File: src/hw/rtl/ndbr_pkg.sv
// Shared types and constants of the neuron dot product, batch-norm and ReLU core.
package ndbr_pkg;
	localparam int unsigned QueueDepthDefault = 2;
	localparam int unsigned XW = 50;
	localparam int unsigned AccW = 48;
	localparam int unsigned CfgIdxW = 3;
	localparam int unsigned CfgDataW = 32;
	localparam int unsigned SqrtSteps = 24;
	localparam int unsigned DivSteps = 56;

	localparam logic [CfgIdxW-1:0] REG_BIAS = 3'd0;
	localparam logic [CfgIdxW-1:0] REG_MEAN = 3'd1;
	localparam logic [CfgIdxW-1:0] REG_VARIANCE = 3'd2;
	localparam logic [CfgIdxW-1:0] REG_GAIN = 3'd3;
	localparam logic [CfgIdxW-1:0] REG_OFFSET = 3'd4;

	typedef enum logic [2:0] {
		ST_IDLE,
		ST_SQRT,
		ST_DIV,
		ST_MUL_HI,
		ST_MUL_LO,
		ST_FIN
	} back_state_t;

	typedef struct packed {
		logic               valid;
		logic signed [XW-1:0] x;
	} push_t;

	typedef struct packed {
		logic               empty;
		logic signed [XW-1:0] head;
	} queue_status_t;
endpackage

File: src/hw/rtl/ndbr_queue.sv
// Short queue of biased sums between the front end and the normalization back end.
module ndbr_queue #(
	parameter int unsigned QUEUE_DEPTH = ndbr_pkg::QueueDepthDefault
) (
	input  logic                             clk,
	input  logic                             arst_n,
	input  ndbr_pkg::push_t                  push,
	input  logic                             pop,
	output ndbr_pkg::queue_status_t          status,
	output logic [$clog2(QUEUE_DEPTH+1)-1:0] count
);
	import ndbr_pkg::*;

	localparam int unsigned PW = (QUEUE_DEPTH > 1) ? $clog2(QUEUE_DEPTH) : 1;
	localparam int unsigned CW = $clog2(QUEUE_DEPTH + 1);

	logic signed [XW-1:0] mem [QUEUE_DEPTH];
	logic [PW-1:0]        wr_q;
	logic [PW-1:0]        rd_q;
	logic [CW-1:0]        count_q;

	function automatic logic [PW-1:0] bump(input logic [PW-1:0] p);
		bump = (p == PW'(QUEUE_DEPTH - 1)) ? '0 : p + 1'b1;
	endfunction

	always_ff @(posedge clk or negedge arst_n) begin
		if (!arst_n) begin
			wr_q <= '0;
			rd_q <= '0;
			count_q <= '0;
		end else begin
			if (push.valid) begin
				wr_q <= bump(wr_q);
			end
			if (pop) begin
				rd_q <= bump(rd_q);
			end
			if (push.valid && !pop) begin
				count_q <= count_q + 1'b1;
			end else if (pop && !push.valid) begin
				count_q <= count_q - 1'b1;
			end
		end
	end

	always_ff @(posedge clk) begin
		if (push.valid) begin
			mem[wr_q] <= push.x;
		end
	end

	assign status.empty = (count_q == '0);
	assign status.head = mem[rd_q];
	assign count = count_q;
endmodule

File: config.mk
export PLATFORM = sky130hd
export DESIGN_NAME = ndbr_queue
export DESIGN_NICKNAME = d
export VERILOG_FILES = /design/src/hw/rtl/ndbr_pkg.sv /design/src/hw/rtl/ndbr_queue.sv
export SDC_FILE = /design/constraint.sdc
export NUM_CORES = 1
export LEC_CHECK = 0
export BUFFER_PORTS_ARGS = -buffer_cell sky130_fd_sc_hd__buf_4
export CAP_MARGIN = 15
export CORE_UTILIZATION = 30
export CTS_CLUSTER_SIZE = 30
export DETAILED_ROUTE_END_ITERATION = 10
export PLACE_DENSITY = 0.62
export SLEW_MARGIN = 30
export SYNTH_ARGS = -nofsm -noshare
export SYNTH_HDL_FRONTEND = slang
export SYNTH_SLANG_ARGS = --single-unit
File: constraint.sdc
create_clock -name clk -period 3.2 [get_ports clk]
set_input_delay 0.32 -clock clk [delete_from_list [all_inputs] [get_ports clk]]
set_output_delay 0.32 -clock clk [all_outputs]
set_load 0.005 [all_outputs]
== Word level (Yosys, flattened, before mapping) ==
Memory sizes are Yosys's and may differ from the RTL's.
Cells that the tools add are included.

* Memories: 1
* RAM bits: 100
* Output and inout port bits: 53
* Bits in registers: 4

{| class="wikitable"
|+ Memory list
! memory !! depth !! width !! read ports !! clocked after Yosys merged registers in !! write ports !! line !! RTL
|-
| mem || 2 || 50 || 1 || 0 || 1 || ndbr_queue.sv:17 || <nowiki>logic signed [XW-1:0] mem [QUEUE_DEPTH];</nowiki>
|}

* Multiplexer cells: 6
* Reductions and logical operators: 6
* Add/subtract/negate cells: 4

{| class="wikitable"
|+ Operator list
! cell !! number
|-
| $mux 1 || 4
|-
| $mux 2 || 2
|-
| $add 1x1->1 const B || 2
|-
| $add 2x1->2 const B || 1
|-
| $logic_and 1x1->1 || 2
|-
| $logic_not 1->1 || 2
|-
| $logic_not 2->1 || 1
|-
| $reduce_bool 2->1 || 1
|-
| $sub 2x1->2 const B || 1
|}

== Logic depth before layout (Yosys ltp) ==
* Word-level depth: 4
* Gate-level depth with buffers: 5
* Mapped depth without buffers: 5

== Worst setup path after synthesis ==
No wires, ideal clock.

* Path type: flip-flop to flip-flop
* From: register wr_q
* To: memory mem[0][0] (enable)
* Slack: 0.104 ns
* Stages on the path, launching flop included: 2
* Library setup time: 0.464 ns
* Clock period less this slack: 3.096 ns
* Required time: 2.736 ns
* Arrival: 2.632 ns
* Cells stage by stage: dfrtp_1 nor2b_1

{| class="wikitable"
|+ RTL lines
! element !! line !! RTL
|-
| start, declared || ndbr_queue.sv:18 || <nowiki>logic [PW-1:0] wr_q;</nowiki>
|-
| start signal, assigned || ndbr_queue.sv:33 || <nowiki>wr_q <= bump(wr_q);</nowiki>
|-
| end, declared || ndbr_queue.sv:17 ||
|}

Straight into the memory's write port.

==> results.rst <==
.. list-table::
   :header-rows: 1

   * - Metric
     - Value
   * - Result of the run
     - completed
   * - Clock transition time at the flip-flop clock pins of the worst setup and hold paths
     - 0.06 ns
   * - EDFF count, synth
     - 100
   * - Core outline area
     - roughly 0.013 mm²
   * - Most frequent cell after synthesis
     - edfxtp_1
   * - Diodes inserted
     - 0
   * - Overall routed net length
     - 6680 µm
   * - Post-synth top area cell
     - edfxtp_1
   * - Total Neg Setup Slack
     - 0 ns
   * - Number of different library cells in the post-synthesis netlist
     - 13
   * - Avg WL per Cell
     - ~14 µm
   * - Unrepaired setup endpoints after global routing
     - no
   * - Tightest slew margin relative to the limit
     - 45.0%
   * - Power density of the placed cells
     - approximately 840 mW/mm²
   * - Actual slew at the worst max-slew pin
     - 0.823 ns
   * - Flop and latch count out of synthesis
     - 104
   * - Sinks on the clock net
     - 104
   * - Number of DRC markers after the initial detailed-route iteration
     - 47
   * - Final Instance Area
     - around 0.0053 mm²
   * - I/O pin total
     - 107
   * - Number of H-tree levels
     - 3
   * - Setup bufs post-CTS
     - 0
   * - Number of stages on the worst hold path
     - 2
   * - R2R depth
     - 2
   * - Worst hold margin
     - 0.159 ns
   * - Final worst path period need
     - 2.17 ns
   * - Number of maximum-capacitance constraint violations
     - 0
   * - Cell types with the largest area share after synthesis
     - edfxtp_1 74%, mux2_4 18%, buf_12 2.5%
   * - Leading register cell type out of synthesis
     - edfxtp_1
   * - Mean instance size in the synthesized netlist
     - 23.6 µm²
   * - Placed instance area
     - 0.00500 mm²
   * - Via count of the first global-routing pass
     - 2013
   * - Routability-driven placement congestion ratio
     - 0.717
   * - Worst skew pair latency
     - 0.34 ns
   * - Worst hold path type
     - input port to register
   * - Most instantiated cells after synthesis
     - 100 x edfxtp_1, 49 x mux2_4, 5 x buf_12, 4 x dfrtp_1, 4 x xor2_1
   * - Final worst-path setup slack
     - 1.03 ns
   * - Final ANT Viol Nets
     - 0
   * - Port Buf Inserts
     - 106
   * - Half-perimeter wire length of the detailed placement result
     - 4290 µm
   * - DRC violation count after routing
     - 0
   * - Top cell type's share of synthesized area
     - 74.3%
   * - Number of slew-limit violations in the final report
     - 0
   * - Post-Syn Nets
     - 226
   * - Final-stage net count
     - 341
   * - CTS root buf
     - clkbuf_16
   * - Critical Path Start Type
     - register
   * - Number of buffers inserted during clock tree synthesis
     - 9
   * - Max Clock Skew
     - between 0.003 and 0.004 ns
   * - Sequential element share of the synthesized area
     - 76.8%
   * - YS warnings
     - 0
   * - Standard-cell rows
     - 42
   * - Total congestion overflow
     - 0
   * - Area of the mapped netlist
     - around 0.0040 mm²
   * - Fraction of layout cells with a size suffix above 1
     - 60.1%
   * - CP arrival
     - 1.85 ns
   * - Post-synthesis async set-or-reset flop share
     - 3.85%
   * - Die span in y
     - 118 µm
   * - Number of setup violations in the final report
     - 0
   * - Area Overhead vs Synth
     - 31.9%
   * - Total via count in the routed design
     - 1881
   * - Antenna violations before repair
     - 0
   * - Max Fclk
     - 460 MHz
   * - CTS tree
     - yes
   * - Total GRT Usage
     - 9.98%
   * - Die X
     - 118 µm
   * - Final number of hold-violating endpoints
     - 0
   * - Critical path start-end classification
     - register to output port
   * - Vias per cell
     - 4.03
   * - Die Footprint
     - around 0.014 mm²
   * - Synthesized instance count
     - 171
   * - Setup crit end kind
     - output port
   * - Maximum ir drop on the vdd rail
     - around 0.41 mV
   * - Max FO, Critical Path
     - 29
   * - Required time worst endpoint
     - 2.88 ns
   * - Leak
     - 2.12 nW
   * - First-pass GRT wire length
     - 10300 µm
   * - Maximum number of buffers from clock root to sink
     - 2
   * - Largest net degree at the start of global routing
     - 52
   * - Number of iterations in the first detailed-routing pass
     - 4
   * - Setup Slack @ Placement
     - 1.23 ns
   * - Final worst-path cycle share
     - 68.0%
   * - Setup slack, reg-to-reg
     - approximately 1.5 ns
   * - Starting Density
     - 30.6%
[critical path, stage by stage (launching register included)]
cell and delay, ns:
dfrtp_4 0.72, buf_12 0.30, mux2_4 0.33, buf_4 0.13
[worst paths after layout]
| check | from | endpoint |
|---|---|---|
| setup / recovery | rd_q | status[40] |
| hold / removal | pop | rd_q |
| setup reg to reg | wr_q | mem[0][15] |
| hold reg to reg | count[1] | count[1] |
| max in group asynchronous | arst_n | rd_q |
| min in group asynchronous | arst_n | rd_q |
[kinds of logic (layout without fill, tap and decap cells)]
| logic type | Yosys count | in the layout | share of synthesized area, % |
|---|---|---|---|
| xor gates and xnor gates | 5 | 5 | 1.08 |
| adders and majority gates | 1 | 1 | 0.310 |
| muxes | 50 | 50 | 18.5 |
| DFF | 104 | 104 | 76.8 |
| and+or+nand+nor | 4 | 4 | 0.496 |
| buffers and inverters | 7 | 127 | 2.85 |
[layer usage]
metal,vias up,GRT usage (%),share of wire [%]
met1,913,10.7,41
met4,0,6.25,2.6
met3,12,3.20,5.2
met5,-,0,0
li1,896,-,-
met2,60,17.0,52
[area by class of cell]
cell class                 instances  area (µm²)
clock buffer                      14         264
clock inverter                     2        37.5
fill                            1215        7860
inverter                           1        3.75
multi-input combinational         60         832
sequential                       104        3110
tap                              176         220
timing repair buffer             110         866
[registers in the layout, indices dropped and copies added (netlist names)]
name   cells
mem      100
wr_q       1
count      2
rd_q       1
[cell usage in the layout (no fill, tap or decap)]
master         count
clkbuf_1           3
and2_2             1
dfrtp_4            1
clkbuf_8           2
edfxtp_1         100
xor2_1             4
clkinvlp_4         1
bufinv_16          1
nor2_1             2
mux2_4            49
dfrtp_1            3
xnor2_1            1
mux2_2             1
buf_12             3
clkbuf_16          9
buf_4            106
nor2b_4            1
ha_1               1
inv_1              1
dlygate4sd3_1      1
[repair_timing]
item	in CTS	in global routing
hold endpoints to repair	4	0
endpoints found under the setup margin	0	0
hold buffers	1	0
gates resized for setup	0	0
[power by group]
| part | internal [mW] | total (mW) | switching [mW] |
|---|---|---|---|
| registers | 1.81 | 1.97 | 0.157 |
| clock network | 0.650 | 1.10 | 0.446 |
| logic | 0.886 | 1.39 | 0.506 |
[metrics by stage]
step	std cells	total power [mW]	utilization (%)
3_5_place_dp	449	3.42	37.9
2_1_floorplan	171	2.88	-
6_report	467	4.46	40.4
4_1_cts	466	4.53	40.3
5_1_grt	467	4.67	40.4
3_3_place_gp	449	3.40	37.9
(Power assumes the default switching activity.)
