## config.mk

```make
export PLATFORM = sky130hd
export DESIGN_NAME = ndbr_back
export DESIGN_NICKNAME = d
export VERILOG_FILES = /design/src/hw/rtl/ndbr_pkg.sv /design/src/hw/rtl/ndbr_back.sv
export SDC_FILE = /design/constraint.sdc
export NUM_CORES = 2
export LEC_CHECK = 0
export BUFFER_PORTS_ARGS = -buffer_cell sky130_fd_sc_hd__buf_4
export CORE_ASPECT_RATIO = 1.2
export CORE_UTILIZATION = 50
export DETAILED_ROUTE_END_ITERATION = 10
export PLACE_DENSITY_LB_ADDON = 0.1
export SYNTH_ARGS = -nofsm -noshare
export SYNTH_HDL_FRONTEND = slang
export SYNTH_SLANG_ARGS = --single-unit
```

## constraint.sdc

```tcl
create_clock -name clk -period 9.15 [get_ports clk]
set_input_delay 0.915 -clock clk [delete_from_list [all_inputs] [get_ports clk]]
set_output_delay 0.915 -clock clk [all_outputs]
set_load 0.02 [all_outputs]
```

## src/hw/rtl/ndbr_pkg.sv

```systemverilog
// Shared types and constants of the neuron dot product, batch-norm and ReLU core.
package ndbr_pkg;
	localparam int unsigned QueueDepthDefault = 2;
	localparam int unsigned XW = 50;
	localparam int unsigned AccW = 48;
	localparam int unsigned CfgIdxW = 3;
	localparam int unsigned CfgDataW = 32;
	localparam int unsigned SqrtSteps = 24;
	localparam int unsigned DivSteps = 56;

	localparam logic [CfgIdxW-1:0] REG_BIAS = 3'd0;
	localparam logic [CfgIdxW-1:0] REG_MEAN = 3'd1;
	localparam logic [CfgIdxW-1:0] REG_VARIANCE = 3'd2;
	localparam logic [CfgIdxW-1:0] REG_GAIN = 3'd3;
	localparam logic [CfgIdxW-1:0] REG_OFFSET = 3'd4;

	typedef enum logic [2:0] {
		ST_IDLE,
		ST_SQRT,
		ST_DIV,
		ST_MUL_HI,
		ST_MUL_LO,
		ST_FIN
	} back_state_t;

	typedef struct packed {
		logic               valid;
		logic signed [XW-1:0] x;
	} push_t;

	typedef struct packed {
		logic               empty;
		logic signed [XW-1:0] head;
	} queue_status_t;
endpackage

```

## src/hw/rtl/ndbr_back.sv

```systemverilog
// Back end: square root, division, gain multiply, offset, ReLU and saturation.
module ndbr_back (
	input  logic                    clk,
	input  logic                    arst_n,
	input  ndbr_pkg::queue_status_t status,
	output logic                    pop,
	input  logic [30:0]             variance_value,
	input  logic signed [31:0]      gain_value,
	input  logic signed [31:0]      offset_value,
	output logic                    out_valid,
	input  logic                    out_ready,
	output logic [30:0]             activation
);
	import ndbr_pkg::*;

	back_state_t state_q;
	back_state_t state_d;

	logic [47:0]  v_q;
	logic [25:0]  rem_q;
	logic [23:0]  root_q;
	logic [55:0]  d_q;
	logic [5:0]   cnt_q;
	logic         xneg_q;
	logic [55:0]  ph_q;
	logic [55:0]  pl_q;
	logic         out_valid_q;
	logic [30:0]  act_q;

	logic         gneg;
	logic [31:0]  gm;
	logic [XW-1:0] xm;
	logic [25:0]  s_rem;
	logic [25:0]  s_trial;
	logic [24:0]  d_rem;
	logic [48:0]  pm_sum;
	logic [48:0]  pm;
	logic signed [50:0] y;
	logic         out_free;
	logic         step_done;
	logic         finish;

	assign gneg = gain_value[31];
	assign gm = gneg ? (32'd0 - unsigned'(gain_value)) : unsigned'(gain_value);
	assign xm = status.head[XW-1] ? (XW'(0) - unsigned'(status.head)) : unsigned'(status.head);

	assign s_rem = {rem_q[23:0], v_q[47:46]};
	assign s_trial = {root_q, 2'b01};
	assign d_rem = {rem_q[23:0], d_q[55]};

	assign pm_sum = {1'b0, ph_q[39:0], 8'd0} + {9'd0, pl_q[55:16]};
	assign pm = ((ph_q >= 56'h100_0000_0000) || (pm_sum > 49'h1_0000_0000_0000))
		? 49'h1_0000_0000_0000 : pm_sum;
	assign y = ((xneg_q != gneg) ? (51'sd0 - signed'({2'b00, pm})) : signed'({2'b00, pm}))
		+ 51'(offset_value);

	assign out_free = !out_valid_q || out_ready;
	assign step_done = (state_q == ST_SQRT) ? (cnt_q == 6'(SqrtSteps - 1))
		: (cnt_q == 6'(DivSteps - 1));

	always_comb begin
		state_d = state_q;
		case (state_q)
			ST_IDLE: begin
				if (!status.empty) state_d = ST_SQRT;
			end
			ST_SQRT: begin
				if (step_done) state_d = ST_DIV;
			end
			ST_DIV: begin
				if (step_done) state_d = ST_MUL_HI;
			end
			ST_MUL_HI: state_d = ST_MUL_LO;
			ST_MUL_LO: state_d = ST_FIN;
			ST_FIN: begin
				if (out_free) state_d = ST_IDLE;
			end
			default: state_d = ST_IDLE;
		endcase
	end

	always_comb begin
		pop = 1'b0;
		finish = 1'b0;
		case (state_q)
			ST_IDLE: pop = !status.empty;
			ST_FIN: finish = out_free;
			default: begin
				pop = 1'b0;
				finish = 1'b0;
			end
		endcase
	end

	always_ff @(posedge clk or negedge arst_n) begin
		if (!arst_n) begin
			state_q <= ST_IDLE;
			cnt_q <= '0;
			out_valid_q <= 1'b0;
		end else begin
			state_q <= state_d;
			if (state_d != state_q) begin
				cnt_q <= '0;
			end else begin
				cnt_q <= cnt_q + 1'b1;
			end
			if (finish) begin
				out_valid_q <= 1'b1;
			end else if (out_ready) begin
				out_valid_q <= 1'b0;
			end
		end
	end

	always_ff @(posedge clk) begin
		case (state_q)
			ST_IDLE: begin
				v_q <= {({1'b0, variance_value} + 32'd1), 16'd0};
				rem_q <= '0;
				root_q <= '0;
				d_q <= {xm[47:0], 8'd0};
				xneg_q <= status.head[XW-1];
			end
			ST_SQRT: begin
				v_q <= {v_q[45:0], 2'b00};
				if (s_rem >= s_trial) begin
					root_q <= {root_q[22:0], 1'b1};
				end else begin
					root_q <= {root_q[22:0], 1'b0};
				end
				if (step_done) begin
					rem_q <= '0;
				end else if (s_rem >= s_trial) begin
					rem_q <= s_rem - s_trial;
				end else begin
					rem_q <= s_rem;
				end
			end
			ST_DIV: begin
				if (d_rem >= {1'b0, root_q}) begin
					rem_q <= {1'b0, d_rem - {1'b0, root_q}};
					d_q <= {d_q[54:0], 1'b1};
				end else begin
					rem_q <= {1'b0, d_rem};
					d_q <= {d_q[54:0], 1'b0};
				end
			end
			ST_MUL_HI: ph_q <= gm * d_q[47:24];
			ST_MUL_LO: pl_q <= gm * d_q[23:0];
			ST_FIN: begin
				if (finish) begin
					if (y <= 51'sd0) begin
						act_q <= '0;
					end else if (y > 51'sd2147483647) begin
						act_q <= 31'h7FFF_FFFF;
					end else begin
						act_q <= y[30:0];
					end
				end
			end
			default: v_q <= v_q;
		endcase
	end

	assign out_valid = out_valid_q;
	assign activation = act_q;
endmodule

```

# --- Yosys cells after proc, flatten, opt, wreduce, memory -nomap -nowiden ---
# Cells that the tools add are included.
word_totals:
  regBits: 306
  input_bits: 149
  output_inout_bits: 33
  word_cells: 72
classes:
  addsub: 9
  mul: 2
  n_lt_le_gt_ge: 6
  eq_ne: 9
  muxes: 25
  reduce_logical: 10
op_table:
  columns: ["op", "n"]
  rows:
  - ["$mul 32x24->56", 2]
  - ["$pmux 56 s2", 1]
  - ["$pmux 48 s2", 1]
  - ["$mux 24", 3]
  - ["$pmux 24 s3", 1]
  - ["$ge 56x41->1 const B", 1]
  - ["$add 51x32->51", 1]
  - ["$gt 51x32->1 const B", 1]
  - ["$le 51x1->1 const B", 1]
  - ["$mux 51", 1]
  - ["$sub 1x49->50 const A", 1]
  - ["$add 48x40->49", 1]
  - ["$gt 49x49->1 const B", 1]
  - ["$mux 49", 1]
  - ["$mux 48", 1]
  - ["$pmux 24 s2", 1]
  - ["$sub 1x48->48 const A", 1]
  - ["$sub 24x24->24", 2]
  - ["$add 31x1->32 const B", 1]
  - ["$mux 32", 1]
  - ["$sub 1x32->32 const A", 1]
  - ["$mux 31", 1]
  - ["$ge 26x26->1", 1]
  - ["$ge 25x24->1", 1]
  - ["18 further kinds", 33]

# --- Depth between registers and ports, before layout ---
depth:
  ltp_word: 9
  depth_mapped: 41
  ltp_nobuf: 37

# --- Worst setup path before layout ---
# No wires, ideal clock.
synth_path:
  kind: "input -> register"
  start: "input port gain_value[0]"
  end: "register ph_q[55], data pin"
  setup_ps: 260
  arrival_ps: 10512
  required_ps: 8890
  setup_slack_ps: -1621
  path_stages: 39
  path_buffers: 4
  cell_sequence: "clkbuf_1 > clkbuf_1 > inv_1 > ha_1 > nand2_1 > or3_1 > or4_1 > or4_1 > or4_4 > o41ai_2 > xnor2_1 > clkbuf_1 > buf_2 > nand2_1 > fa_1 > inv_1 > fa_1 > fa_1 > (+3 left out) > fa_1 > inv_1 > fa_1 > inv_1 > fa_1 > ha_1 > nand3_1 > nor2_1 > and2_1 > nand2_1 > a2111oi_0 > o21ai_0 > a21o_1 > o31a_1 > a211oi_1 > a41o_1 > a21oi_1 > xnor2_1"
synth_via:
  elab_chain_len: 3
synth_rtl:
  columns: ["item", "line_no", "rtl"]
  rows:
  - ["from (decl)", "ndbr_back.sv:8", "input logic signed [31:0] gain_value,"]
  - ["$sub 1x32->32", "ndbr_back.sv:44", "assign gm = gneg ? (32'd0 - unsigned'(gain_value)) : unsigned'(gain_value);"]
  - ["$mux 32 *", "ndbr_back.sv:44", null]
  - ["$mul 32x24->56 *", "ndbr_back.sv:148", "ST_MUL_HI: ph_q <= gm * d_q[47:24];"]
  - ["to (signal assigned)", "ndbr_back.sv:148", null]
  - ["to (decl)", "ndbr_back.sv:25", "logic [55:0] ph_q;"]
# Mark *: on every way between the ends. The rest lies on a longest branch, timed or not.
# A chain may end at the register's enable or synchronous reset.

# --- Worst setup path after layout ---
layout_path:
  start: "input port gain_value[6]"
  end: "register ph_q[55], data pin"
# The elaborated chain is that of the path after synthesis.

==> summary.txt <==
Timing
  – Max-slew headroom: between 10 and 15%
  – RSZ-0062 raised after global routing: yes
  – Fin crit period: about 10 ns
  – Final setup violation count: 56
  – Setup WS post-layout: -1.00 ns
  – Final Skew: between 0.03 and 0.04 ns
  – Hold Vio Cnt, Final: 0
  – Final Cycle Share: 111%
  – Tightest Pin Transition: approximately 1.2 ns
  – Slew Limit Fails: 0
  – Fmax: between 90 and 100 MHz

Floorplan
  – I/O Pins: roughly 180
  – Chip width: approximately 340 um
  – Initial Util: 50.6%
  – Row cnt: 148
  – Total die area: around 140,000 um^2
  – Core area: roughly 140,000 um^2
  – Die H: 409 um

Clock tree
  – CTS root buf: clkbuf_16
  – # clock sinks: approximately 270
  – H-tree depth: 2
  – Clock Path Buffers: 3
  – CTS tree: done
  – Clock Latency Late Sink: 0.63 ns
  – TritonCTS Buffers: 38
  – Hold_buf cts: 0
  – Clock-pin slew on the worst setup and hold paths: approximately 0.06 ns

Synthesis
  – Cell area after synthesis: 68,900 um^2
  – Avg Cell Area, Syn: 8.94 um^2
  – Ys Warns: 0
  – Number of enable flip-flop cells after synthesis: between 200 and 300
  – Post-Synthesis Cells: ~7,700
  – Netlist cell types: 93
  – Post-synth ARST share: ~3.6%
  – Post-synthesis sequential area ratio: a little under an eighth
  – Syn_nets: 9,669
  – Post-synthesis register bit count: roughly 270
  – Predominant post-synthesis flop cell: edfxtp_1

Global routing
  – Global-route wire length before repair: 334,000 um
  – Largest net degree at the start of global routing: 88
  – Antenna violations before repair: 6
  – Overall routing resource usage: a little under a third
  – Grt ovf: 0
  – Vias in the first global route: between 50,000 and 60,000

Hold path
  – HP Class: input pin to asynchronous set/reset pin

Setup path
  – Worst Path Required: 9.53 ns
  – CP Max Fanout: 5
  – Crit start category: input pin
  – Biggest cell delay along the critical path: approximately 0.55 ns
  – CP max-delay cell: or4_4
  – CP Capture Type: flop
  – CP startpoint: gain_value[6]
  – Data arrival time of the worst path: 10.53 ns
  – Reg-to-Reg Start: ph_q[0]
  – Crit Path Class: input pin to flop
  – CP dominant cell by count: fa_1

Run status
  – Status: finished, violations left
  – Failing checks: negative setup slack

Placed design
  – Placed insts: around 9,900
  – Placed wire-length estimate: between 150,000 and 200,000 um
  – Port Buffers: 180
  – GPL Wtd Cong: just under 1

Routing
  – Initial drt markers: around 3,000
  – WL per Instance: approximately 21 um
  – Number of remaining DRC errors: 0
  – Vias per cell: between 5 and 6
  – Post-route ant nets: 0
  – Vias: around 55,000
  – Post-Route WL: ~210,000 um
  – Drt pass-1 iters: 6

Cells and area
  – Fill cells: between 10,000 and 15,000
  – Layout area overhead: 16.3%
  – Final cell count without fillers: slightly above 10,000
  – Nets: slightly above 10,000
  – Share of cells above drive strength 1: between 15 and 20%

Run
  – Max Cap Violations: 0
-- worst max-delay path, delay by kind of cell --
kind,cells,cell delay (ns)
AO/OA/AOI/OAI,8,1.85
adder cells (fa/ha/maj),8,3.75
XOR/XNOR,2,0.30
buffers and inverters,7,0.75
AND/OR/NAND/NOR,10,2.94
-- area by class of cell --
cell class	instances	area [um^2]	share of cell area [%]
multi-input combinational	5647	55700	69.6
sequential	274	8180	10.2
timing repair buffer	898	7520	9.39
inverter	1378	5170	6.46
tap	1800	2250	2.81
clock buffer	46	991	1.24
clock inverter	24	256	0.320
antenna	3	7.51	0.00937
-- stage by stage --
stage	cell area [um^2]	setup WS, ns	TNS [ns]	hold slack, ns	utilization [%]
floorplan	69400	-1.08	-26.06	0.433	-
global placement	77000	-1.90	-90.18	0.453	56.6
detailed placement	77000	-2.03	-94.77	0.468	56.6
CTS	79700	-0.895	-27.76	0.0760	58.5
global route	80100	-1.23	-48.80	0.0996	58.9
finish	80100	-1.00	-32.02	0.104	58.9
-- synthesized netlist by cell type, types with 39 or more instances --
cell | instances | area, um^2
a211oi_1 | 53 | 398
a21o_1 | 106 | 796
a21oi_1 | 226 | 1130
and2_1 | 551 | 3450
and3_1 | 43 | 269
clkbuf_1 | 381 | 1430
edfxtp_1 | 264 | 7930
fa_1 | 1318 | 26400
ha_1 | 497 | 6220
inv_1 | 1378 | 5170
nand2_1 | 1287 | 4830
nand3_1 | 77 | 385
nand4_1 | 42 | 263
nor2_1 | 239 | 897
nor3_1 | 80 | 400
o21a_1 | 46 | 345
o21ai_0 | 226 | 1130
o31ai_1 | 39 | 293
xnor2_1 | 179 | 1570
xor2_1 | 138 | 1210
-- layer usage --
metal  wire length (um)  up-vias  GRT usage [%]
li1                   -    25200              -
met1              80700    28000           37.2
met2             106000     1742           54.6
met3              12100      529           4.23
met4              12600        2           15.7
met5                 20        -              0
-- placed cells by master (no fill, tap or decap), drive strengths merged, types with 14 or more instances in the layout --
| cell | instances |
|---|---|
| or2 | 16 |
| nand3 | 77 |
| mux2i | 30 |
| nor2 | 239 |
| a21o | 106 |
| nor2b | 37 |
| ha | 497 |
| o21ai | 235 |
| o22ai | 27 |
| o21bai | 26 |
| clkinv | 17 |
| and3 | 43 |
| nand2 | 1287 |
| a21oi | 228 |
| inv | 1382 |
| edfxtp | 264 |
| clkbuf | 47 |
| and2 | 551 |
| or4 | 21 |
| nor3 | 80 |
| xnor2 | 181 |
| a31oi | 28 |
| o21a | 46 |
| o41ai | 14 |
| or3 | 35 |
| nand2b | 31 |
| fa | 1318 |
| nor4 | 23 |
| o211ai | 27 |
| o31ai | 41 |
| nand4 | 42 |
| a211oi | 54 |
| xor2 | 138 |
| buf | 896 |
-- timing repair --
action / in CTS / in global routing
cloned: 5 / 1
setup buffers: 55 / 12
pin swaps: 125 / 55
gates resized for setup: 194 / 58
endpoints found under the hold margin: 0 / 0
setup endpoints to repair: 89 / 96
-- flip-flops by register name, summed over array words and instances, names as in the netlist --
name and cells:
activation 31, cnt_q 6, d_q 56, out_valid 1, ph_q 56, pl_q 40, rem_q 24, root_q 24
state_q 3, v_q 32, xneg_q 1
-- kinds of logic after synthesis --
| logic type | after synthesis | synth area share [%] |
|---|---|---|
| AND/OR/NAND/NOR | 2520 | 17.3 |
| adder cells (fa/ha/maj) | 1815 | 47.3 |
| buffers and inverters | 1786 | 9.77 |
| AO/OA/AOI/OAI | 956 | 9.11 |
| XOR/XNOR | 317 | 4.03 |
| flip-flops | 274 | 11.9 |
| multiplexers | 37 | 0.567 |
-- worst paths after layout --
path,endpoint,slack [ns],cells past startpoint
setup / recovery,ph_q[55],-1.00,35
hold / removal,cnt_q[5],0.10,1
setup reg to reg,activation[19],0.39,41
hold reg to reg,cnt_q[0],0.47,1
max in group asynchronous,state_q[1],8.90,1
min in group clk,cnt_q[0],0.47,1
Power is left out: the tool's default activity adds up to more than one toggle a clock period on the data nets, which glitch-free logic cannot reach.
